--- src/sv/sound_cpu_bus_decoder_assert.svh ---
// ----------------------------------------------------------------------------
// Sound CPU bus decoder assertion macros
// Small wrappers that keep the concurrent checks in the decoder short.
// ----------------------------------------------------------------------------
`ifndef SOUND_CPU_BUS_DECODER_ASSERT_SVH
`define SOUND_CPU_BUS_DECODER_ASSERT_SVH

// Same-cycle implication, checked at every rising edge outside reset.
`define SCBD_ASSERT_NOW(label, ck, rst_n, cond, impl, msg) \
	label: assert property (@(posedge ck) disable iff (!rst_n) (cond) |-> (impl)) \
		else $error(msg);

// Next-cycle implication, checked at every rising edge outside reset.
`define SCBD_ASSERT_NEXT(label, ck, rst_n, cond, impl, msg) \
	label: assert property (@(posedge ck) disable iff (!rst_n) (cond) |=> (impl)) \
		else $error(msg);

`endif

--- src/sv/scbd_pkg.sv ---
// ----------------------------------------------------------------------------
// Sound CPU bus decoder package
// Operation, route and command codes, address map constants and the
// structures that travel between the front end, the queue and the back end.
// ----------------------------------------------------------------------------
`default_nettype none

package scbd_pkg;

	// Access codes on the operation input.
	typedef enum logic [1:0] {
		OP_MAIN_RD  = 2'd0,
		OP_MAIN_WR  = 2'd1,
		OP_SOUND_RD = 2'd2,
		OP_SOUND_WR = 2'd3
	} scbd_op_t;

	// Codes on the route output.
	typedef enum logic [2:0] {
		ROUTE_LOCAL    = 3'd0,
		ROUTE_CHIP_RD  = 3'd1,
		ROUTE_CHIP_WR  = 3'd2,
		ROUTE_TONE_WR  = 3'd3,
		ROUTE_BUS_RD   = 3'd4,
		ROUTE_BUS_WR   = 3'd5
	} scbd_route_t;

	// What the back end has to do with a classified word.
	typedef enum logic [2:0] {
		CMD_NONE      = 3'd0,
		CMD_RAM_RD    = 3'd1,
		CMD_RAM_WR    = 3'd2,
		CMD_STATUS_RD = 3'd3,
		CMD_GRANT_WR  = 3'd4,
		CMD_HOLD_WR   = 3'd5,
		CMD_BANK_WR   = 3'd6,
		CMD_PASS      = 3'd7
	} scbd_kind_t;

	// Main-side address map.
	localparam logic [23:0] MAIN_RAM_BASE = 24'hA00000;
	localparam logic [23:0] MAIN_BUSREQ   = 24'hA11100;
	localparam logic [23:0] MAIN_RESET    = 24'hA11200;
	localparam logic [23:0] REGION_MASK   = 24'hFF0000;
	localparam logic [23:0] PAGE_MASK     = 24'hFFFF00;

	// Sound-side address map.
	localparam logic [15:0] SOUND_CHIP_BASE = 16'h4000;
	localparam logic [15:0] SOUND_BANK_BASE = 16'h6000;
	localparam logic [15:0] SOUND_BANK_END  = 16'h6100;
	localparam logic [15:0] SOUND_TONE_ADDR = 16'h7F11;
	localparam logic [15:0] SOUND_WINDOW    = 16'h8000;

	localparam int BANK_W      = 9;
	localparam int WINDOW_W    = 15;
	localparam int QUEUE_DEPTH = 4;
	localparam int QUEUE_PTR_W = 2;
	localparam int QUEUE_CNT_W = 3;

	// One classified word as it sits in the queue.
	typedef struct packed {
		scbd_kind_t          kind;
		scbd_route_t         route;
		logic [WINDOW_W-1:0] addr;
		logic [7:0]          data;
	} scbd_cmd_t;

	// Queue fill status seen by both ends.
	typedef struct packed {
		logic full;
		logic empty;
	} scbd_queue_status_t;

	// Back end status seen by the queue and the front end.
	typedef struct packed {
		logic clearing;
		logic pop;
	} scbd_back_status_t;

endpackage

`default_nettype wire

--- src/sv/scbd_queue.sv ---
// ----------------------------------------------------------------------------
// Sound CPU bus decoder command queue
// Short first-in first-out buffer between the front end and the back end.
// ----------------------------------------------------------------------------
`default_nettype none

module scbd_queue #(
	parameter int RAM_BYTES = 8192
) (
	input  wire                              clk,
	input  wire                              arst_n,
	input  wire                              push,
	input  scbd_pkg::scbd_cmd_t              push_cmd,
	input  wire  [$clog2(RAM_BYTES)-1:0]     push_idx,
	input  scbd_pkg::scbd_back_status_t      b_status,
	output scbd_pkg::scbd_queue_status_t     q_status,
	output scbd_pkg::scbd_cmd_t              head_cmd,
	output logic [$clog2(RAM_BYTES)-1:0]     head_idx
);

	localparam int IDX_W = $clog2(RAM_BYTES);

	scbd_pkg::scbd_cmd_t                 cmd_q [scbd_pkg::QUEUE_DEPTH];
	logic [IDX_W-1:0]                    idx_q [scbd_pkg::QUEUE_DEPTH];
	logic [scbd_pkg::QUEUE_PTR_W-1:0]    wr_ptr_q;
	logic [scbd_pkg::QUEUE_PTR_W-1:0]    rd_ptr_q;
	logic [scbd_pkg::QUEUE_CNT_W-1:0]    count_q;

	assign q_status.full  = (count_q == scbd_pkg::QUEUE_CNT_W'(scbd_pkg::QUEUE_DEPTH));
	assign q_status.empty = (count_q == '0);
	assign head_cmd       = cmd_q[rd_ptr_q];
	assign head_idx       = idx_q[rd_ptr_q];

	always_ff @(posedge clk or negedge arst_n) begin
		if (!arst_n) begin
			wr_ptr_q <= '0;
			rd_ptr_q <= '0;
			count_q  <= '0;
		end else begin
			if (push) begin
				wr_ptr_q <= wr_ptr_q + 1'b1;
			end
			if (b_status.pop) begin
				rd_ptr_q <= rd_ptr_q + 1'b1;
			end
			if (push && !b_status.pop) begin
				count_q <= count_q + 1'b1;
			end else if (!push && b_status.pop) begin
				count_q <= count_q - 1'b1;
			end
		end
	end

	always_ff @(posedge clk) begin
		if (push) begin
			cmd_q[wr_ptr_q] <= push_cmd;
			idx_q[wr_ptr_q] <= push_idx;
		end
	end

endmodule

`default_nettype wire

--- config.mk ---
export PLATFORM = sky130hd
export DESIGN_NAME = scbd_queue
export DESIGN_NICKNAME = d
export VERILOG_FILES = /design/src/sv/sound_cpu_bus_decoder_assert.svh /design/src/sv/scbd_pkg.sv /design/src/sv/scbd_queue.sv
export SDC_FILE = /design/constraint.sdc
export NUM_CORES = 1
export LEC_CHECK = 0
export BUFFER_PORTS_ARGS = -buffer_cell sky130_fd_sc_hd__buf_2
export CORE_ASPECT_RATIO = 1.25
export CORE_MARGIN = 2
export CORE_UTILIZATION = 40
export DETAILED_ROUTE_END_ITERATION = 10
export GPL_TIMING_DRIVEN = 0
export PLACE_DENSITY = 0.56
export SETUP_SLACK_MARGIN = 0.5
export SYNTH_ARGS = -nofsm -noshare
export SYNTH_HDL_FRONTEND = slang
export SYNTH_SLANG_ARGS = --single-unit
--- constraint.sdc ---
create_clock -name clk -period 2.56 [get_ports clk]
set_input_delay 0.384 -clock clk [delete_from_list [all_inputs] [get_ports clk]]
set_output_delay 0.384 -clock clk [all_outputs]
set_load 0.03 [all_outputs]
## Word level (Yosys, flattened, before mapping)

Memories as Yosys holds them, arrays and structs flattened.
Index checks and enable logic that the tools add are counted.

| storage, ports and cells | value |
|---|---|
| bits in registers | 7 |
| RAM bits | 168 |
| input port bits | 47 |
| output and inout bits | 44 |
| word-level logic and storage cells | 20 |
| memories | 2 |

Memory list:

| memory | words | bits a word | rd ports | clocked after Yosys merged registers in | wr ports | RTL line | text |
|---|---|---|---|---|---|---|---|
| cmd_q | 4 | 29 | 1 | 0 | 1 | scbd_queue.sv:23 | `scbd_pkg::scbd_cmd_t cmd_q [scbd_pkg::QUEUE_DEPTH];` |
| idx_q | 4 | 13 | 1 | 0 | 1 | scbd_queue.sv:24 | `logic [IDX_W-1:0] idx_q [scbd_pkg::QUEUE_DEPTH];` |

| operators by class | value |
|---|---|
| $add $sub $neg | 4 |
| equality and inequality tests | 1 |
| muxes and demuxes | 4 |
| reductions and logical operators | 6 |

Operators by type and width:

| operator | count |
|---|---|
| $mux W3 | 2 |
| $add A2 B1 Y2 const B | 2 |
| $add A3 B1 Y3 const B | 1 |
| $eq A3 B3 Y1 const B | 1 |
| $logic_not A3 Y1 | 1 |
| $sub A3 B1 Y3 const B | 1 |
| $logic_and A1 B1 Y1 | 2 |
| $logic_not A1 Y1 | 2 |
| $mux W1 | 2 |
| $reduce_bool A2 Y1 | 1 |

## Logic depth before layout (Yosys ltp)

| depth | value |
|---|---|
| word-level depth | 4 |
| mapped depth | 7 |
| gate-level depth less buffers | 7 |

## Worst setup path before layout

Ideal clock, no wire load.

| path | value |
|---|---|
| kind | flip-flop to flip-flop |
| start | register wr_ptr_q[0] (netlist name) |
| end | memory cmd_q[2][0] (netlist name), enable pin |
| library setup time | 0.403 ns |
| arrival time | 1.628 ns |
| data required time | 2.157 ns |
| setup slack | 0.528 ns |
| cell stages (with the launch flop) | 4 |
| buffers on the path | 0 |
| clock period less this slack | 2.032 ns |
| cell sequence | dfrtp_1 inv_1 ha_1 and2_1 |

RTL lines:

| what | RTL line | text |
|---|---|---|
| start, declared | scbd_queue.sv:25 | `logic [scbd_pkg::QUEUE_PTR_W-1:0] wr_ptr_q;` |
| start signal, assigned | scbd_queue.sv:41 | `wr_ptr_q <= wr_ptr_q + 1'b1;` |
| end, declared | scbd_queue.sv:23 |  |

No word-level cell before the write port.

==> impl_metrics.env <==
export IMPL_highest_cell_delay_on_the_worst_timing_path_ps=500
export IMPL_drt_pass1_iter_count=4
export IMPL_antenna_found_initial=0
export IMPL_die_width_microns=118
export IMPL_crit_path_max_delay_cell_type="sky130_fd_sc_hd__mux4_2"
export IMPL_num_nets_final=428
export IMPL_report_power_total_uw=10700
export IMPL_setup_worst_path_start_class="register"
export IMPL_rsz0062_at_grt="true"
export IMPL_tritoncts="yes"
export IMPL_grt_remaining_overflow=0
export IMPL_warning_count_from_the_yosys_run=0
export IMPL_floorplan_core_area_sq_um=16100
export IMPL_synth_area_top_cells="sky130_fd_sc_hd__edfxtp_1 (77%), sky130_fd_sc_hd__mux4_2 (13%), sky130_fd_sc_hd__dfrtp_1 (2.7%)"
export IMPL_wirelength_mm=11.7
export IMPL_internal_power_uw=7280
export IMPL_pre_cts_ws_ps=681
export IMPL_synthDominantAreaCellType="sky130_fd_sc_hd__edfxtp_1"
export IMPL_clk_root_buffer_cell="sky130_fd_sc_hd__clkbuf_16"
export IMPL_first_global_vias=3093
export IMPL_layout_commonest_cell="sky130_fd_sc_hd__edfxtp_1"
export IMPL_worst_endpoint_arrival_ps=1830
export IMPL_timing_final_crit_period_ps=2220
export IMPL_post_route_drc_count=0
export IMPL_io_buffers=89
export IMPL_finalWeightedCongestion=0.647
export IMPL_syn_mean_instance_area_sq_um=25.6
export IMPL_timing_critical_path_max_delay_family="multiplexers"
export IMPL_critPathRequiredTime_ps=2180
export IMPL_cts_htree_levels=4
export IMPL_leakagePower_uw=0.00292
export IMPL_power_ir_vdd_worst_mv=0.442
export IMPL_grt_max_degree=30
export IMPL_max_clock_skew_ps=9.01
export IMPL_ant_nets=0
export IMPL_net_switching_power_uw=3450
export IMPL_areaGrowthSynthToFinish_pct=27.9
export IMPL_min_period_over_period=0.866
export IMPL_power_share_switching=0.322
export IMPL_floorplan_initialDensity=0.405
export IMPL_dr_first_iter_drc_count=152
export IMPL_max_cap_viol_count=0
export IMPL_detailedPlacementHpwl_mm=6.95
export IMPL_worstSkewPairLatency_ps=410
export IMPL_synthDominantCellAreaShare=0.775
export IMPL_postSynthCellCount=254
export IMPL_finalWorstSetupSlack_ps=343
export IMPL_numCtsBuffers=17
export IMPL_drt_wirelength_per_cell_microns=19.3
export IMPL_final_util=0.518
export IMPL_end_kind="output port"
export IMPL_vias=2935
export IMPL_hold_violations=0
export IMPL_pwr_share_seq=0.364
export IMPL_num_antenna_cells=0
export IMPL_ios=91
export IMPL_clock_tree_buffer_depth=2
export IMPL_cts_sinks=175
export IMPL_cp_max_fo=7
export IMPL_rows=52
export IMPL_vias_per_cell=4.86
export IMPL_drive_above_1_share=0.490
export IMPL_grt_pass1_wl_mm=17.3
export IMPL_critical_path_class="reg -> out"
export IMPL_pwr_share_clk=0.236
export IMPL_netlist_area_sq_um=6510
export IMPL_cts_clk_slew_worst_paths_ps=70
export IMPL_setup_tns_final_ps=0
export IMPL_die_area_sq_um=17300
export IMPL_result_of_the_run="finished clean"
export IMPL_pwr_density_cell_nw_per_um2=1290
export IMPL_synth_seq_area_share=0.802
export IMPL_grtUsageTotal=0.138
export IMPL_highest_count_cells_in_the_layout_ignoring_fill_and_taps="sky130_fd_sc_hd__edfxtp_1 (168), sky130_fd_sc_hd__buf_2 (48), sky130_fd_sc_hd__buf_6 (44)"
export IMPL_maxClockFrequency_ghz=0.451
export IMPL_timing_critical_path_cells="buf_12 > clkbuf_16 > mux4_2 > buf_6"
export IMPL_ys_seq_elements=175
export IMPL_nFillCells=1300
export IMPL_min_delay_path_class="in -> reg"
export IMPL_finalSetupViolCount=0
export IMPL_synth_lib_cells_used_distinct=19
export IMPL_die_height_microns=147
export IMPL_timing_critical_path_buf_inv=3
export IMPL_slew_limit_headroom=0.527
export IMPL_mappedNetlistNets=307
export IMPL_worstMarginPinSlew_ps=710
export IMPL_timing_final_max_slew_violations=0
export IMPL_share_comb_of_total_power=0.400
[area by class of cell]
type / instances / area, sq um / share of cell area
Tap cell: 216 / 270 / 0.0324
Clock buffer: 18 / 429 / 0.0515
Buffer: 10 / 139 / 0.0167
Sequential cell: 175 / 5220 / 0.627
Multi-Input combinational cell: 65 / 1150 / 0.138
Timing Repair Buffer: 102 / 950 / 0.114
Inverter: 4 / 15.0 / 0.00180
Clock inverter: 14 / 155 / 0.0186
[timing repair]
item | CTS | global route
hold buffers | 1 | 0
resized for setup | 30 | 87
endpoints found under the setup margin | 42 | 42
pin swaps | 0 | 0
endpoints found under the hold margin | 7 | 0
setup buffers | 2 | 1
gates cloned | 0 | 5
[cells in the mapped netlist]
library cell,number
sky130_fd_sc_hd__nor2_1,1
sky130_fd_sc_hd__inv_1,4
sky130_fd_sc_hd__ha_1,5
sky130_fd_sc_hd__o21ai_0,1
sky130_fd_sc_hd__mux4_2,38
sky130_fd_sc_hd__mux4_1,4
sky130_fd_sc_hd__buf_2,5
sky130_fd_sc_hd__nor3_1,1
sky130_fd_sc_hd__buf_6,1
sky130_fd_sc_hd__nand2_1,2
sky130_fd_sc_hd__xnor2_1,2
sky130_fd_sc_hd__xor2_1,4
sky130_fd_sc_hd__edfxtp_1,168
sky130_fd_sc_hd__and2_1,4
sky130_fd_sc_hd__nor3b_1,1
sky130_fd_sc_hd__fa_1,1
sky130_fd_sc_hd__mux2_2,1
sky130_fd_sc_hd__buf_12,4
sky130_fd_sc_hd__dfrtp_1,7
[kinds of logic after synthesis]
family,after synthesis,synth area share
compound gates,1,0.000768
buf+inv,14,0.0202
simple gates,9,0.00749
mux,43,0.149
flops,175,0.802
xor+xnor,6,0.00807
fa+ha+maj,6,0.0127
[routing by layer]
metal  part of all wire  global-route usage
met1               0.42               0.170
met2               0.53               0.229
met3              0.034              0.0367
met4              0.015              0.0614
met5                  0                   0
[worst paths after layout]
path	from	endpoint	slack [ps]	cells after the start
worst max register to register	wr_ptr_q[0]	cmd_q[0][9]	720	4
min in group asynchronous	arst_n	count_q[2]	330	2
max in group asynchronous	arst_n	rd_ptr_q[0]	2050	2
worst min-delay path	push_cmd[26]	cmd_q[3][26]	180	1
worst max-delay path	rd_ptr_q[0]	head_cmd[19]	340	4
worst min register to register	count_q[2]	count_q[2]	500	1
[worst reg2reg max path: stages (launching register included)]
cell and delay (ps):
sky130_fd_sc_hd__dfrtp_1 420, sky130_fd_sc_hd__inv_1 100, sky130_fd_sc_hd__ha_1 130, sky130_fd_sc_hd__and2_2 600
sky130_fd_sc_hd__buf_12 270
[registers in the layout, indices dropped and copies added, names as in the netlist]
register  cells
cmd_q       116
rd_ptr_q      2
count_q       3
idx_q        52
wr_ptr_q      2
[power by group through the flow]
stage / combinational [uW] / clock [uW] / sequential (uW)
floorplan: 2490 / 0 / 3920
global placement: 3360 / 0 / 3960
detailed placement: 3460 / 0 / 3950
CTS: 3680 / 2590 / 3900
global route: 4530 / 2710 / 3950
finish: 4300 / 2530 / 3900
[stage by stage]
stage          std cells  hold WS, ps  area, sq um
2_1_floorplan        254         88.4         6510
3_3_place_gp         559          227         7230
3_5_place_dp         563          233         7310
4_1_cts              598          162         8000
5_1_grt              604          160         8330
6_report             604          181         8330
No activity file was read; power rests on OpenSTA's default activity.
