[config.mk]
export PLATFORM = sky130hd
export DESIGN_NAME = scbd_front
export DESIGN_NICKNAME = d
export VERILOG_FILES = /design/src/sv/sound_cpu_bus_decoder_assert.svh /design/src/sv/scbd_pkg.sv /design/src/sv/scbd_front.sv
export SDC_FILE = /design/constraint.sdc
export NUM_CORES = 1
export LEC_CHECK = 0
export BUFFER_PORTS_ARGS = -buffer_cell sky130_fd_sc_hd__buf_2
export CAP_MARGIN = 20
export CORE_ASPECT_RATIO = 0.9
export CORE_MARGIN = 5
export CORE_UTILIZATION = 49
export DETAILED_ROUTE_END_ITERATION = 7
export PLACE_DENSITY = 0.86
export SKIP_CTS_REPAIR_TIMING = 1
export SYNTH_ARGS = -nofsm -noshare
export SYNTH_HDL_FRONTEND = slang
export SYNTH_SLANG_ARGS = --single-unit
[constraint.sdc]
create_clock -name clk -period 4.3 [get_ports clk]
set_input_delay 0 -clock clk [delete_from_list [all_inputs] [get_ports clk]]
set_output_delay 0 -clock clk [all_outputs]
set_load 0.01 [all_outputs]
[src/sv/sound_cpu_bus_decoder_assert.svh]
// ----------------------------------------------------------------------------
// Sound CPU bus decoder assertion macros
// Small wrappers that keep the concurrent checks in the decoder short.
// ----------------------------------------------------------------------------
`ifndef SOUND_CPU_BUS_DECODER_ASSERT_SVH
`define SOUND_CPU_BUS_DECODER_ASSERT_SVH

// Same-cycle implication, checked at every rising edge outside reset.
`define SCBD_ASSERT_NOW(label, ck, rst_n, cond, impl, msg) \
	label: assert property (@(posedge ck) disable iff (!rst_n) (cond) |-> (impl)) \
		else $error(msg);

// Next-cycle implication, checked at every rising edge outside reset.
`define SCBD_ASSERT_NEXT(label, ck, rst_n, cond, impl, msg) \
	label: assert property (@(posedge ck) disable iff (!rst_n) (cond) |=> (impl)) \
		else $error(msg);

`endif

[src/sv/scbd_pkg.sv]
// ----------------------------------------------------------------------------
// Sound CPU bus decoder package
// Operation, route and command codes, address map constants and the
// structures that travel between the front end, the queue and the back end.
// ----------------------------------------------------------------------------
`default_nettype none

package scbd_pkg;

	// Access codes on the operation input.
	typedef enum logic [1:0] {
		OP_MAIN_RD  = 2'd0,
		OP_MAIN_WR  = 2'd1,
		OP_SOUND_RD = 2'd2,
		OP_SOUND_WR = 2'd3
	} scbd_op_t;

	// Codes on the route output.
	typedef enum logic [2:0] {
		ROUTE_LOCAL    = 3'd0,
		ROUTE_CHIP_RD  = 3'd1,
		ROUTE_CHIP_WR  = 3'd2,
		ROUTE_TONE_WR  = 3'd3,
		ROUTE_BUS_RD   = 3'd4,
		ROUTE_BUS_WR   = 3'd5
	} scbd_route_t;

	// What the back end has to do with a classified word.
	typedef enum logic [2:0] {
		CMD_NONE      = 3'd0,
		CMD_RAM_RD    = 3'd1,
		CMD_RAM_WR    = 3'd2,
		CMD_STATUS_RD = 3'd3,
		CMD_GRANT_WR  = 3'd4,
		CMD_HOLD_WR   = 3'd5,
		CMD_BANK_WR   = 3'd6,
		CMD_PASS      = 3'd7
	} scbd_kind_t;

	// Main-side address map.
	localparam logic [23:0] MAIN_RAM_BASE = 24'hA00000;
	localparam logic [23:0] MAIN_BUSREQ   = 24'hA11100;
	localparam logic [23:0] MAIN_RESET    = 24'hA11200;
	localparam logic [23:0] REGION_MASK   = 24'hFF0000;
	localparam logic [23:0] PAGE_MASK     = 24'hFFFF00;

	// Sound-side address map.
	localparam logic [15:0] SOUND_CHIP_BASE = 16'h4000;
	localparam logic [15:0] SOUND_BANK_BASE = 16'h6000;
	localparam logic [15:0] SOUND_BANK_END  = 16'h6100;
	localparam logic [15:0] SOUND_TONE_ADDR = 16'h7F11;
	localparam logic [15:0] SOUND_WINDOW    = 16'h8000;

	localparam int BANK_W      = 9;
	localparam int WINDOW_W    = 15;
	localparam int QUEUE_DEPTH = 4;
	localparam int QUEUE_PTR_W = 2;
	localparam int QUEUE_CNT_W = 3;

	// One classified word as it sits in the queue.
	typedef struct packed {
		scbd_kind_t          kind;
		scbd_route_t         route;
		logic [WINDOW_W-1:0] addr;
		logic [7:0]          data;
	} scbd_cmd_t;

	// Queue fill status seen by both ends.
	typedef struct packed {
		logic full;
		logic empty;
	} scbd_queue_status_t;

	// Back end status seen by the queue and the front end.
	typedef struct packed {
		logic clearing;
		logic pop;
	} scbd_back_status_t;

endpackage

`default_nettype wire

[src/sv/scbd_front.sv]
// ----------------------------------------------------------------------------
// Sound CPU bus decoder front end
// Accepts words, reduces the address to a RAM index and classifies the access.
// ----------------------------------------------------------------------------
`default_nettype none

module scbd_front #(
	parameter int RAM_BYTES = 8192
) (
	input  wire                              clk,
	input  wire                              arst_n,
	input  wire                              in_valid,
	output logic                             in_stall,
	input  wire  [1:0]                       operation,
	input  wire  [23:0]                      address,
	input  wire  [7:0]                       write_data,
	input  scbd_pkg::scbd_queue_status_t     q_status,
	input  scbd_pkg::scbd_back_status_t      b_status,
	output logic                             push,
	output scbd_pkg::scbd_cmd_t              cmd,
	output logic [$clog2(RAM_BYTES)-1:0]     idx
);

	localparam int IDX_W = $clog2(RAM_BYTES);
	localparam int RECIP = 65536 / RAM_BYTES;
	localparam int MW    = $clog2(RECIP + 1);
	localparam int PW    = 16 + MW;
	localparam logic [16:0] N_EXT = 17'(RAM_BYTES);

	logic                  v_s1;
	scbd_pkg::scbd_op_t    op_s1;
	logic [23:0]           addr_s1;
	logic [7:0]            data_s1;
	logic [MW-1:0]         quot_s1;

	logic [PW-1:0]         prod;
	logic [16:0]           qn;
	logic [16:0]           rem_raw;
	logic [16:0]           rem_fix;
	logic                  take;
	logic [15:0]           a16;
	logic                  wr;

	// Estimated quotient is low by at most one; the remainder is fixed below.
	assign prod = PW'(address[15:0]) * PW'(RECIP);

	assign take     = in_valid && !in_stall;
	assign in_stall = b_status.clearing || (v_s1 && q_status.full);
	assign push     = v_s1 && !q_status.full;

	always_ff @(posedge clk or negedge arst_n) begin
		if (!arst_n) begin
			v_s1 <= 1'b0;
		end else if (take) begin
			v_s1 <= 1'b1;
		end else if (push) begin
			v_s1 <= 1'b0;
		end
	end

	always_ff @(posedge clk) begin
		if (take) begin
			op_s1   <= scbd_pkg::scbd_op_t'(operation);
			addr_s1 <= address;
			data_s1 <= write_data;
			quot_s1 <= prod[PW-1:16];
		end
	end

	assign qn      = 17'(quot_s1) * N_EXT;
	assign rem_raw = {1'b0, addr_s1[15:0]} - qn;
	assign rem_fix = (rem_raw >= N_EXT) ? (rem_raw - N_EXT) : rem_raw;
	assign idx     = rem_fix[IDX_W-1:0];

	assign a16 = addr_s1[15:0];
	assign wr  = (op_s1 == scbd_pkg::OP_SOUND_WR);

	always_comb begin
		cmd.kind  = scbd_pkg::CMD_NONE;
		cmd.route = scbd_pkg::ROUTE_LOCAL;
		cmd.addr  = addr_s1[scbd_pkg::WINDOW_W-1:0];
		cmd.data  = 8'd0;
		case (op_s1)
			scbd_pkg::OP_MAIN_RD: begin
				if ((addr_s1 & scbd_pkg::REGION_MASK) == scbd_pkg::MAIN_RAM_BASE) begin
					cmd.kind = scbd_pkg::CMD_RAM_RD;
				end else if ((addr_s1 & scbd_pkg::PAGE_MASK) == scbd_pkg::MAIN_BUSREQ) begin
					cmd.kind = scbd_pkg::CMD_STATUS_RD;
				end
			end
			scbd_pkg::OP_MAIN_WR: begin
				cmd.data = data_s1;
				if ((addr_s1 & scbd_pkg::REGION_MASK) == scbd_pkg::MAIN_RAM_BASE) begin
					cmd.kind = scbd_pkg::CMD_RAM_WR;
				end else if (!addr_s1[0]) begin
					if ((addr_s1 & scbd_pkg::PAGE_MASK) == scbd_pkg::MAIN_BUSREQ) begin
						cmd.kind = scbd_pkg::CMD_GRANT_WR;
					end else if ((addr_s1 & scbd_pkg::PAGE_MASK) == scbd_pkg::MAIN_RESET) begin
						cmd.kind = scbd_pkg::CMD_HOLD_WR;
					end
				end
			end
			scbd_pkg::OP_SOUND_RD, scbd_pkg::OP_SOUND_WR: begin
				if (a16 < scbd_pkg::SOUND_CHIP_BASE) begin
					cmd.kind = wr ? scbd_pkg::CMD_RAM_WR : scbd_pkg::CMD_RAM_RD;
					cmd.data = data_s1;
				end else if (a16 < scbd_pkg::SOUND_BANK_BASE) begin
					cmd.kind  = scbd_pkg::CMD_PASS;
					cmd.route = wr ? scbd_pkg::ROUTE_CHIP_WR : scbd_pkg::ROUTE_CHIP_RD;
					cmd.data  = wr ? data_s1 : 8'd0;
				end else if (a16 < scbd_pkg::SOUND_WINDOW) begin
					if (wr) begin
						if (a16 < scbd_pkg::SOUND_BANK_END) begin
							cmd.kind = scbd_pkg::CMD_BANK_WR;
							cmd.data = data_s1;
						end else if (a16 == scbd_pkg::SOUND_TONE_ADDR) begin
							cmd.kind  = scbd_pkg::CMD_PASS;
							cmd.route = scbd_pkg::ROUTE_TONE_WR;
							cmd.data  = data_s1;
						end
					end
				end else begin
					cmd.kind  = scbd_pkg::CMD_PASS;
					cmd.route = wr ? scbd_pkg::ROUTE_BUS_WR : scbd_pkg::ROUTE_BUS_RD;
					cmd.data  = wr ? data_s1 : 8'd0;
				end
			end
			default: begin
				cmd.kind = scbd_pkg::CMD_NONE;
			end
		endcase
	end

endmodule

`default_nettype wire

Yosys cells after proc, flatten, opt, wreduce, memory -nomap -nowiden --
Cells that the tools add are included.
Storage, ports and cells: register bits 38, latch bits 0, RAM bits 0, memory bits (read-only) 0, input bits 41, output and inout bits 44, word-level logic and storage cells 57, memories kept 0
Cells by class: $add $sub $neg 2, multiply operators 0, divide/modulo/power cells 0, magnitude comparators 5, equality and inequality tests 7, shifts and indexed selects 0, mux-type cells 29, bitwise operators 0, reduce and logical (&&, ||, !) cells 9
Operators by type and width (number):
- two-way mux 8 bit | 7
- < comparator 16 x 15 -> 1 bit, second input constant | 3
- equality test 16 bit, second input constant | 2
- two-way mux 3 bit | 9
- two-way mux 6 bit | 4
- >= comparator 17 x 14 -> 1 bit, second input constant | 1
- subtractor 16 x 16 -> 17 bit | 1
- equality test 16 x 15 -> 1 bit, second input constant | 1
- < comparator 16 bit, second input constant | 1
- case mux 8 bit (2 select lines) | 1
- two-way mux 13 bit | 1
- subtractor 13 x 1 -> 13 bit, second input constant | 1
- case mux 3 bit (3 select lines) | 1
- equality test 8 bit, second input constant | 1
- two-way mux 2 bit | 3
- equality test 2 bit, second input constant | 2
- logical AND 1 bit | 3
- two-way mux 1 bit | 3
- equality test 2 x 1 -> 1 bit, second input constant | 1
- zero test 1 bit | 2
- zero test 2 bit | 1
- nonzero test 2 bit | 1
- OR reduction 2 bit | 1
- logical OR 1 bit | 1

Longest topological paths before layout --
Gate-level depths: netlist of the first run.
depth in word-level cells 8, mapped depth 5, gate-level depth less buffers 4

Worst setup path before layout of the first run --
No wires, ideal clock.
path kind register -> register, from register v_s1, to register addr_s1[0], enable pin, setup time 0.395 ns, data arrival time 1.395 ns, data required time 3.905 ns, slack 2.510 ns, cell stages (with the launch flop) 3, path buffers 0, clock period less this slack 1.790 ns, cells stage by stage dfrtp_1 -> a21oi_1 -> and2_1
On the way: word-level cells in the longest chain between the ends 4
Ends and longest elaborated chain:
- from (decl) | line scbd_front.sv:30 | logic v_s1;
- from (signal assigned) | line scbd_front.sv:53 | v_s1 <= 1'b0;
- from (signal assigned) | line scbd_front.sv:55 | v_s1 <= 1'b1;
- from (signal assigned) | line scbd_front.sv:57 | v_s1 <= 1'b0;
- logical AND 1 bit | line scbd_front.sv:48 | assign in_stall = b_status.clearing || (v_s1 && q_status.full);
- logical OR 1 bit | line scbd_front.sv:48
- zero test 1 bit | line scbd_front.sv:47 | assign take = in_valid && !in_stall;
- logical AND 1 bit | line scbd_front.sv:47
- net take | line scbd_front.sv:40 | logic take;
- to (signal assigned) | line scbd_front.sv:64 | addr_s1 <= address;
- to (decl) | line scbd_front.sv:32 | logic [23:0] addr_s1;
The timed path passes the listed nets, and every way through them passes these cells. A chain may end at the register's enable or synchronous reset.

==> qor.tcl, run 1 <==
set qor(cp_cell_sequence) {nor4_1 > a21oi_1 > a31oi_1 > and2_1 > buf_2}
set qor(run_status) {completed}
set qor(yosysUniqueCellTypes) 36
set qor(first_pass_grt_wire_length_um) 5360
set qor(fmax_mhz) 420
set qor(finalWeightedCongestion) 0.763
set qor(async_flop_share_pct) 2.86
set qor(postSynthAreaPerCell_sq_um) 12.9
set qor(core_region_area_sq_um) 3350
set qor(synth_top_family_by_area) {simple AND/OR/NAND/NOR gates}
set qor(synth_simple_gate_area_share_pct) 16.3
set qor(finalCriticalPeriod_ns) 2.38
set qor(syn_inst) 132
set qor(synth_xor_xnor_area_share_pct) 0.514
set qor(yosysTopAreaCellShare_pct) 60.0
set qor(gr_usage_total_pct) 15.3
set qor(post_drt_via_cell_ratio) 5.14
set qor(worstPathMaxFanout) 8
set qor(endpoint) {cmd[1]}
set qor(io-pin-count) 85
set qor(ys_dominant_reg_cell) {sky130_fd_sc_hd__edfxtp_1}
set qor(maxSlewHeadroom_pct) 55.2
set qor(count_of_unresolved_drc_violations_after_routing) 0
set qor(vias) 1399
set qor(route.antenna.remaining_nets) 0
set qor(yosys.area_share.adder_pct) 0
set qor(reg2reg_depth) 3
set qor(finalHoldViolations) 0
set qor(r2r_start) {v_s1$_DFFE_PN0P_}
set qor(cell_pwr_density_nw_per_um2) 329
set qor(synth.net_count) 173
set qor(detailedRoute.firstIterationViolations) 131
set qor(worstPathArrival_ns) 2.38
set qor(wire_per_inst_um) 17.9
set qor(timing.reg2reg.setup_slack_ns) 2.47
set qor(post_synth_instance_area_sq_um) 1700
set qor(antenna_found_initial) 0
set qor(cap_viol_max_count) 0
set qor(clock-skew-final_ns) 0.0113
set qor(critical_path_required_ns) 4.30
set qor(min_period_over_period_pct) 55.4
set qor(post_synth_main_area_contributors) {sky130_fd_sc_hd__edfxtp_1 (60%), sky130_fd_sc_hd__buf_4 (13%), sky130_fd_sc_hd__and2_1 (3.3%), sky130_fd_sc_hd__dfrtp_1 (1.5%), sky130_fd_sc_hd__o21ai_0 (1.5%)}
set qor(yosysSeqAreaShare_pct) 61.4
set qor(numPortBuffers) 82
set qor(synth_edf_count) 34
set qor(grt_max_degree) 25
set qor(whs_ns) 0.0545
set qor(rsz0062_at_grt) {false}
set qor(cell_accounting_for_the_most_synthesized_area) {sky130_fd_sc_hd__edfxtp_1}
set qor(r2r_end) {addr_s1[12]$_DFFE_PP_}
set qor(worst_skew_pair.late_latency_ns) 0.28
set qor(postRouteWirelength_um) 4880
set qor(number_of_register_bits_inferred_by_synthesis) 35
set qor(cts_root_buf) {sky130_fd_sc_hd__clkbuf_8}
set qor(initial_core_util_pct) 50.8
set qor(worstSetupStartpoint) {addr_s1[8]$_DFFE_PP_}
set qor(num_rows) 20
set qor(cp-end-kind) {primary output}
set qor(drv_slew) 0
set qor(finalSetupViolCount) 0
set qor(die_h_um) 65.9
set qor(cts_tree) {yes}
set qor(clock_path_buffers) 2
set qor(first_global_vias) 1188
set qor(globalRouteOverflowTotal) 0
set qor(post_route_cells_drive_above_1_share_pct) 41.7
set qor(critical_path.startpoint_type) {register}
set qor(crit_path_max_incr_delay_ns) 0.59
set qor(die-width_um) 72.1
set qor(worst_path_max_delay_cell) {sky130_fd_sc_hd__a31oi_1}
set qor(total_leakage_power_nw) 1.03
set qor(worst_pin_slew_ns) 0.669
set qor(cts_inserted_buffers) 5
set qor(die_area_sq_um) 4760
set qor(cp_class) {register to primary output}
set qor(synth_mux_area_share_pct) 0.588
set qor(final.setup.tns_ns) 0
set qor(htree_levels) 2
set qor(detailed_place_hpwl_um) 2810
set qor(hp-class) {primary input to async pin}
set qor(yosysWarnings) 0
set qor(post_layout_net_count) 268
set qor(synth_compound_gate_area_share_pct) 6.10
set qor(cts.sink_count) 35
set qor(antennaDiodeCount) 0
set qor(max-vdd-ir-drop_mv) 0.306
set qor(clk_pin_slew_worst_paths_ns) 0.07
set qor(areaGrowthSynthToFinish_pct) 41.5
set qor(first_pass_iters) 4
worst min-delay path by stage:
stage	startpoint	to	slack, ns
2_1_floorplan	arst_n	v_s1$_DFFE_PN0P_	-0.30
3_3_place_gp	arst_n	v_s1$_DFFE_PN0P_	-0.23
3_5_place_dp	arst_n	v_s1$_DFFE_PN0P_	-0.22
4_1_cts	arst_n	v_s1$_DFFE_PN0P_	-0.52
5_1_grt	arst_n	v_s1$_DFFE_PN0P_	0.05
6_report	arst_n	v_s1$_DFFE_PN0P_	0.05
cells in the final DEF, fill, tap and decap left out:
master / n
sky130_fd_sc_hd__nand4_1: 1
sky130_fd_sc_hd__and4_1: 1
sky130_fd_sc_hd__a21oi_1: 4
sky130_fd_sc_hd__nand2_1: 4
sky130_fd_sc_hd__or3_1: 1
sky130_fd_sc_hd__nor3b_1: 2
sky130_fd_sc_hd__a2111oi_0: 1
sky130_fd_sc_hd__and2_1: 9
sky130_fd_sc_hd__buf_2: 82
sky130_fd_sc_hd__a221o_1: 1
sky130_fd_sc_hd__or4bb_4: 1
sky130_fd_sc_hd__nand3_1: 3
sky130_fd_sc_hd__a32oi_1: 1
sky130_fd_sc_hd__nor2b_1: 3
sky130_fd_sc_hd__clkinv_1: 1
sky130_fd_sc_hd__dfrtp_1: 1
sky130_fd_sc_hd__nor3_1: 2
sky130_fd_sc_hd__dlygate4sd3_1: 36
sky130_fd_sc_hd__a221oi_1: 1
sky130_fd_sc_hd__nor2_1: 6
sky130_fd_sc_hd__a31oi_1: 1
sky130_fd_sc_hd__a211o_1: 1
sky130_fd_sc_hd__nor4_1: 2
sky130_fd_sc_hd__o21ai_0: 5
sky130_fd_sc_hd__or4b_2: 1
sky130_fd_sc_hd__clkbuf_8: 5
sky130_fd_sc_hd__buf_4: 1
sky130_fd_sc_hd__clkinv_2: 1
sky130_fd_sc_hd__edfxtp_1: 34
sky130_fd_sc_hd__inv_1: 5
sky130_fd_sc_hd__a21o_1: 1
sky130_fd_sc_hd__nor4b_1: 1
sky130_fd_sc_hd__inv_2: 1
sky130_fd_sc_hd__bufinv_16: 1
sky130_fd_sc_hd__xor2_1: 1
sky130_fd_sc_hd__nor4_4: 1
sky130_fd_sc_hd__or4_1: 2
sky130_fd_sc_hd__mux2i_1: 1
sky130_fd_sc_hd__or4b_4: 1
sky130_fd_sc_hd__nand3b_1: 1
state kept, by name, indices dropped and copies added, names as in the netlist:
register  cells
addr_s1      24
data_s1       8
op_s1         2
v_s1          1
critical path: cells and delay by family (launching register included):
kind                   cells  cell delay (ns)
flip-flops                 1             0.50
buffers and inverters      1             0.15
AO/OA/AOI/OAI              2             0.76
AND/OR/NAND/NOR            2             0.71
stage by stage:
stage / utilization, % / std cells / instance area [sq um] / setup WS, ns / power [mW]
after global placement: 57.9 / 228 / 1940 / 2.43 / 0.482
after CTS: 61.1 / 236 / 2050 / 2.04 / 0.762
final: 71.9 / 272 / 2410 / 1.92 / 0.794
after global routing: 71.9 / 272 / 2410 / 1.83 / 0.824
after detailed placement: 57.9 / 228 / 1940 / 2.36 / 0.485
after floorplan: - / 132 / 1700 / 2.51 / 0.458
where the power goes:
| part | internal, mW | switching, mW | leakage, nW |
|---|---|---|---|
| Combinational | 0.0557 | 0.0459 | 0.650 |
| Sequential | 0.393 | 0.0136 | 0.329 |
| Clock | 0.170 | 0.115 | 0.0556 |
| Total | 0.619 | 0.175 | 1.03 |
cell families (layout without fill, tap and decap cells):
group	Yosys count	after routing
xor+xnor	1	1
buf+inv	37	133
simple gates	42	42
mux	1	1
flops	35	35
compound gates	16	16
synth_stat cells, types with 2 or more instances:
cell                       instances
sky130_fd_sc_hd__inv_1             5
sky130_fd_sc_hd__nand3_1           3
sky130_fd_sc_hd__o21ai_0           5
sky130_fd_sc_hd__edfxtp_1         34
sky130_fd_sc_hd__or4_1             2
sky130_fd_sc_hd__nor2b_1           3
sky130_fd_sc_hd__nor4_1            2
sky130_fd_sc_hd__nor3_1            2
sky130_fd_sc_hd__nand2_1           4
sky130_fd_sc_hd__nor2_1            6
sky130_fd_sc_hd__nor3b_1           2
sky130_fd_sc_hd__a21oi_1           4
sky130_fd_sc_hd__buf_4            29
sky130_fd_sc_hd__and2_1            9
layout make-up:
cell class | count | area [sq um]
fill | 216 | 943
inverter | 6 | 22.5
sequential | 35 | 1050
timing repair buffer | 119 | 778
tap | 44 | 55.1
clock inverter | 3 | 38.8
multi-input combinational | 60 | 400
clock buffer | 5 | 68.8
routing by layer:
metal / track usage (%) / routed length [um] / vias up
li1: - / - / 641
met1: 16.1 / 1910 / 670
met2: 25.5 / 2440 / 80
met3: 7.75 / 471 / 8
met4: 6.81 / 61 / 0
met5: 0 / 0 / -
(Power assumes the default switching activity.)
==> run 2: changes to the inputs <==
--- a/config.mk
+++ b/config.mk
@@ -9,9 +9,9 @@
 export CAP_MARGIN = 20
 export CORE_ASPECT_RATIO = 0.9
 export CORE_MARGIN = 5
-export CORE_UTILIZATION = 49
+export CORE_UTILIZATION = 45
 export DETAILED_ROUTE_END_ITERATION = 7
-export PLACE_DENSITY = 0.86
+export PLACE_DENSITY = 0.8
 export SKIP_CTS_REPAIR_TIMING = 1
 export SYNTH_ARGS = -nofsm -noshare
 export SYNTH_HDL_FRONTEND = slang
==> constraint.sdc (replaced) <==
create_clock -name clk -period 2.2 [get_ports clk]
set_input_delay 0 -clock clk [delete_from_list [all_inputs] [get_ports clk]]
set_output_delay 0 -clock clk [all_outputs]
set_load 0.01 [all_outputs]
==> run 2 against run 1 <==
  * Core utilization is 4.4 points lower
  * Wire length fell by 16%
  * Sequential power is 94% higher
  * Non-clock buffer count is 8 higher
  * Cell area grew 3.0%
  * Critical path type unchanged
  * Highest routed layer unchanged
  * Largest cell class unchanged
  * Cell count rose by 4.0%
  * Die area increased by 7.6%
==> qor.tcl, run 2 (synthesis results as in run 1) <==
set qor(mostFrequentLayoutCells) {sky130_fd_sc_hd__buf_2 (82), sky130_fd_sc_hd__dlygate4sd3_1 (36), sky130_fd_sc_hd__edfxtp_1 (34)}
set qor(routed.top_layer) {met4}
set qor(finalHoldViolations) 0
set qor(cts_inserted_buffers) 5
set qor(met2WireLength_um) 2100
set qor(route.antenna.remaining_nets) 0
set qor(largestRegisters) {addr_s1: 24 flops, data_s1: 8 flops, op_s1: 2 flops}
set qor(met3_wirelength_um) 422
set qor(worst-path-stages) 5
set qor(grt_max_degree) 23
set qor(number_of_flip_flops_under_the_largest_register_name) 24
set qor(clk_pin_slew_worst_paths_ns) 0.06
set qor(final_common_cell) {sky130_fd_sc_hd__buf_2}
set qor(worstPathMaxFanout) 5
set qor(final_core_util_pct) 67.4
set qor(run_status) {completed}
set qor(max-vdd-ir-drop_mv) 0.542
set qor(first_global_vias) 1107
set qor(numPortBuffers) 82
set qor(first_pass_iters) 4
set qor(worst_path_max_delay_cell) {sky130_fd_sc_hd__or4b_4}
set qor(cp_cell_sequence) {or4b_4 > nor4_4 > a32oi_1 > nand3_1 > buf_2}
set qor(finalCriticalPeriod_ns) 2.01
set qor(post_layout_net_count) 276
set qor(postRouteWirelength_um) 4120
set qor(io-pin-count) 85
set qor(core_region_area_sq_um) 3680
set qor(min_period_over_period_pct) 91.2
set qor(critical_path.startpoint_type) {register}
set qor(hp-class) {primary input to async pin}
set qor(clock-skew-final_ns) 0.00680
set qor(areaGrowthSynthToFinish_pct) 45.7
set qor(crit_path_max_incr_delay_ns) 0.59
set qor(endpoint) {cmd[26]}
set qor(first_pass_grt_wire_length_um) 5000
set qor(cap_viol_max_count) 0
set qor(post_route_cells_drive_above_1_share_pct) 44.1
set qor(drv_slew) 0
set qor(worst_pin_slew_ns) 0.434
set qor(gr_usage_total_pct) 13.5
set qor(num_rows) 21
set qor(finalSetupViolCount) 0
set qor(cts_root_buf) {sky130_fd_sc_hd__clkbuf_8}
set qor(cell_pwr_density_nw_per_um2) 621
set qor(r2r_end) {addr_s1[13]$_DFFE_PP_}
set qor(count_of_unresolved_drc_violations_after_routing) 0
set qor(die-width_um) 74.8
set qor(antenna_found_initial) 0
set qor(cp-end-kind) {primary output}
set qor(cts.sink_count) 35
set qor(timing.reg2reg.setup_slack_ns) 0.80
set qor(rsz0062_at_grt) {false}
set qor(htree_levels) 2
set qor(cts_tree) {yes}
set qor(clock_path_buffers) 2
set qor(vias) 1333
set qor(maxSlewHeadroom_pct) 70.8
set qor(wire_per_inst_um) 14.6
set qor(r2r_start) {v_s1$_DFFE_PN0P_}
set qor(max_flop_register) {addr_s1}
set qor(cp_class) {register to primary output}
set qor(cpLargestDelayFamily) {simple AND/OR/NAND/NOR gates}
set qor(initial_core_util_pct) 46.3
set qor(final.setup.tns_ns) 0
set qor(worstPathArrival_ns) 2.01
set qor(globalRouteOverflowTotal) 0
set qor(finalWeightedCongestion) 0.737
set qor(detailed_place_hpwl_um) 2610
set qor(die_area_sq_um) 5120
set qor(fmax_mhz) 499
set qor(wl_met1_um) 1520
set qor(worst_skew_pair.late_latency_ns) 0.28
set qor(critical_path_required_ns) 2.20
set qor(cp.buffers_inverters) 1
set qor(die_h_um) 68.4
set qor(post_drt_via_cell_ratio) 4.71
set qor(detailedRoute.firstIterationViolations) 37
set qor(total_leakage_power_nw) 1.07
set qor(worstSetupStartpoint) {addr_s1[13]$_DFFE_PP_}
set qor(reg2reg_depth) 3
run 2: cell types whose count changed in the layout (fill, tap and decap cells not counted), sizes merged:
cell and change:
buf +8, diode +1
run 2: worst min path at each step:
stage          startpoint               end  slack (ns)  depth (start not counted)
2_1_floorplan      arst_n  v_s1$_DFFE_PN0P_       -0.30                          0
3_3_place_gp       arst_n  v_s1$_DFFE_PN0P_       -0.23                          1
3_5_place_dp       arst_n  v_s1$_DFFE_PN0P_       -0.22                          1
4_1_cts            arst_n  v_s1$_DFFE_PN0P_       -0.53                          1
5_1_grt            arst_n  v_s1$_DFFE_PN0P_        0.02                          2
6_report           arst_n  v_s1$_DFFE_PN0P_        0.02                          2
run 2: stage by stage:
step                      setup slack, ns  instance area (sq um)  power [mW]  std cells  hold WS [ns]
after CTS                           0.125                   2070        1.50        241        -0.529
after floorplan                     0.410                   1700       0.895        132        -0.296
after global placement              0.453                   1970       0.946        233        -0.225
after detailed placement            0.442                   1970       0.950        233        -0.224
final                               0.194                   2480        1.54        283        0.0202
after global routing               0.0330                   2480        1.60        282        0.0189
run 2: power breakdown:
part	switching (mW)	internal (mW)	leakage, nW
sequential	0.0213	0.769	0.329
combinational	0.0889	0.117	0.689
clock	0.214	0.331	0.0556
total	0.324	1.22	1.07
run 2: final cells by class:
cell class | count | area [sq um]
antenna | 1 | 2.50
inverter | 6 | 22.5
tap | 46 | 57.6
sequential | 35 | 1050
clock buffer | 5 | 68.8
timing repair buffer | 127 | 838
multi-input combinational | 60 | 407
fill | 273 | 1200
clock inverter | 3 | 38.8
run 2: metal layers:
metal,vias up,track usage [%]
met2,59,20.8
met1,606,15.0
met4,0,6.00
li1,660,-
met5,-,0
met3,8,7.93
run 2: worst register-to-register path, cell delays in order, from the launching register on:
cell and delay, ns:
sky130_fd_sc_hd__dfrtp_1 0.41, sky130_fd_sc_hd__a21oi_1 0.19, sky130_fd_sc_hd__and2_1 0.19, sky130_fd_sc_hd__buf_4 0.30
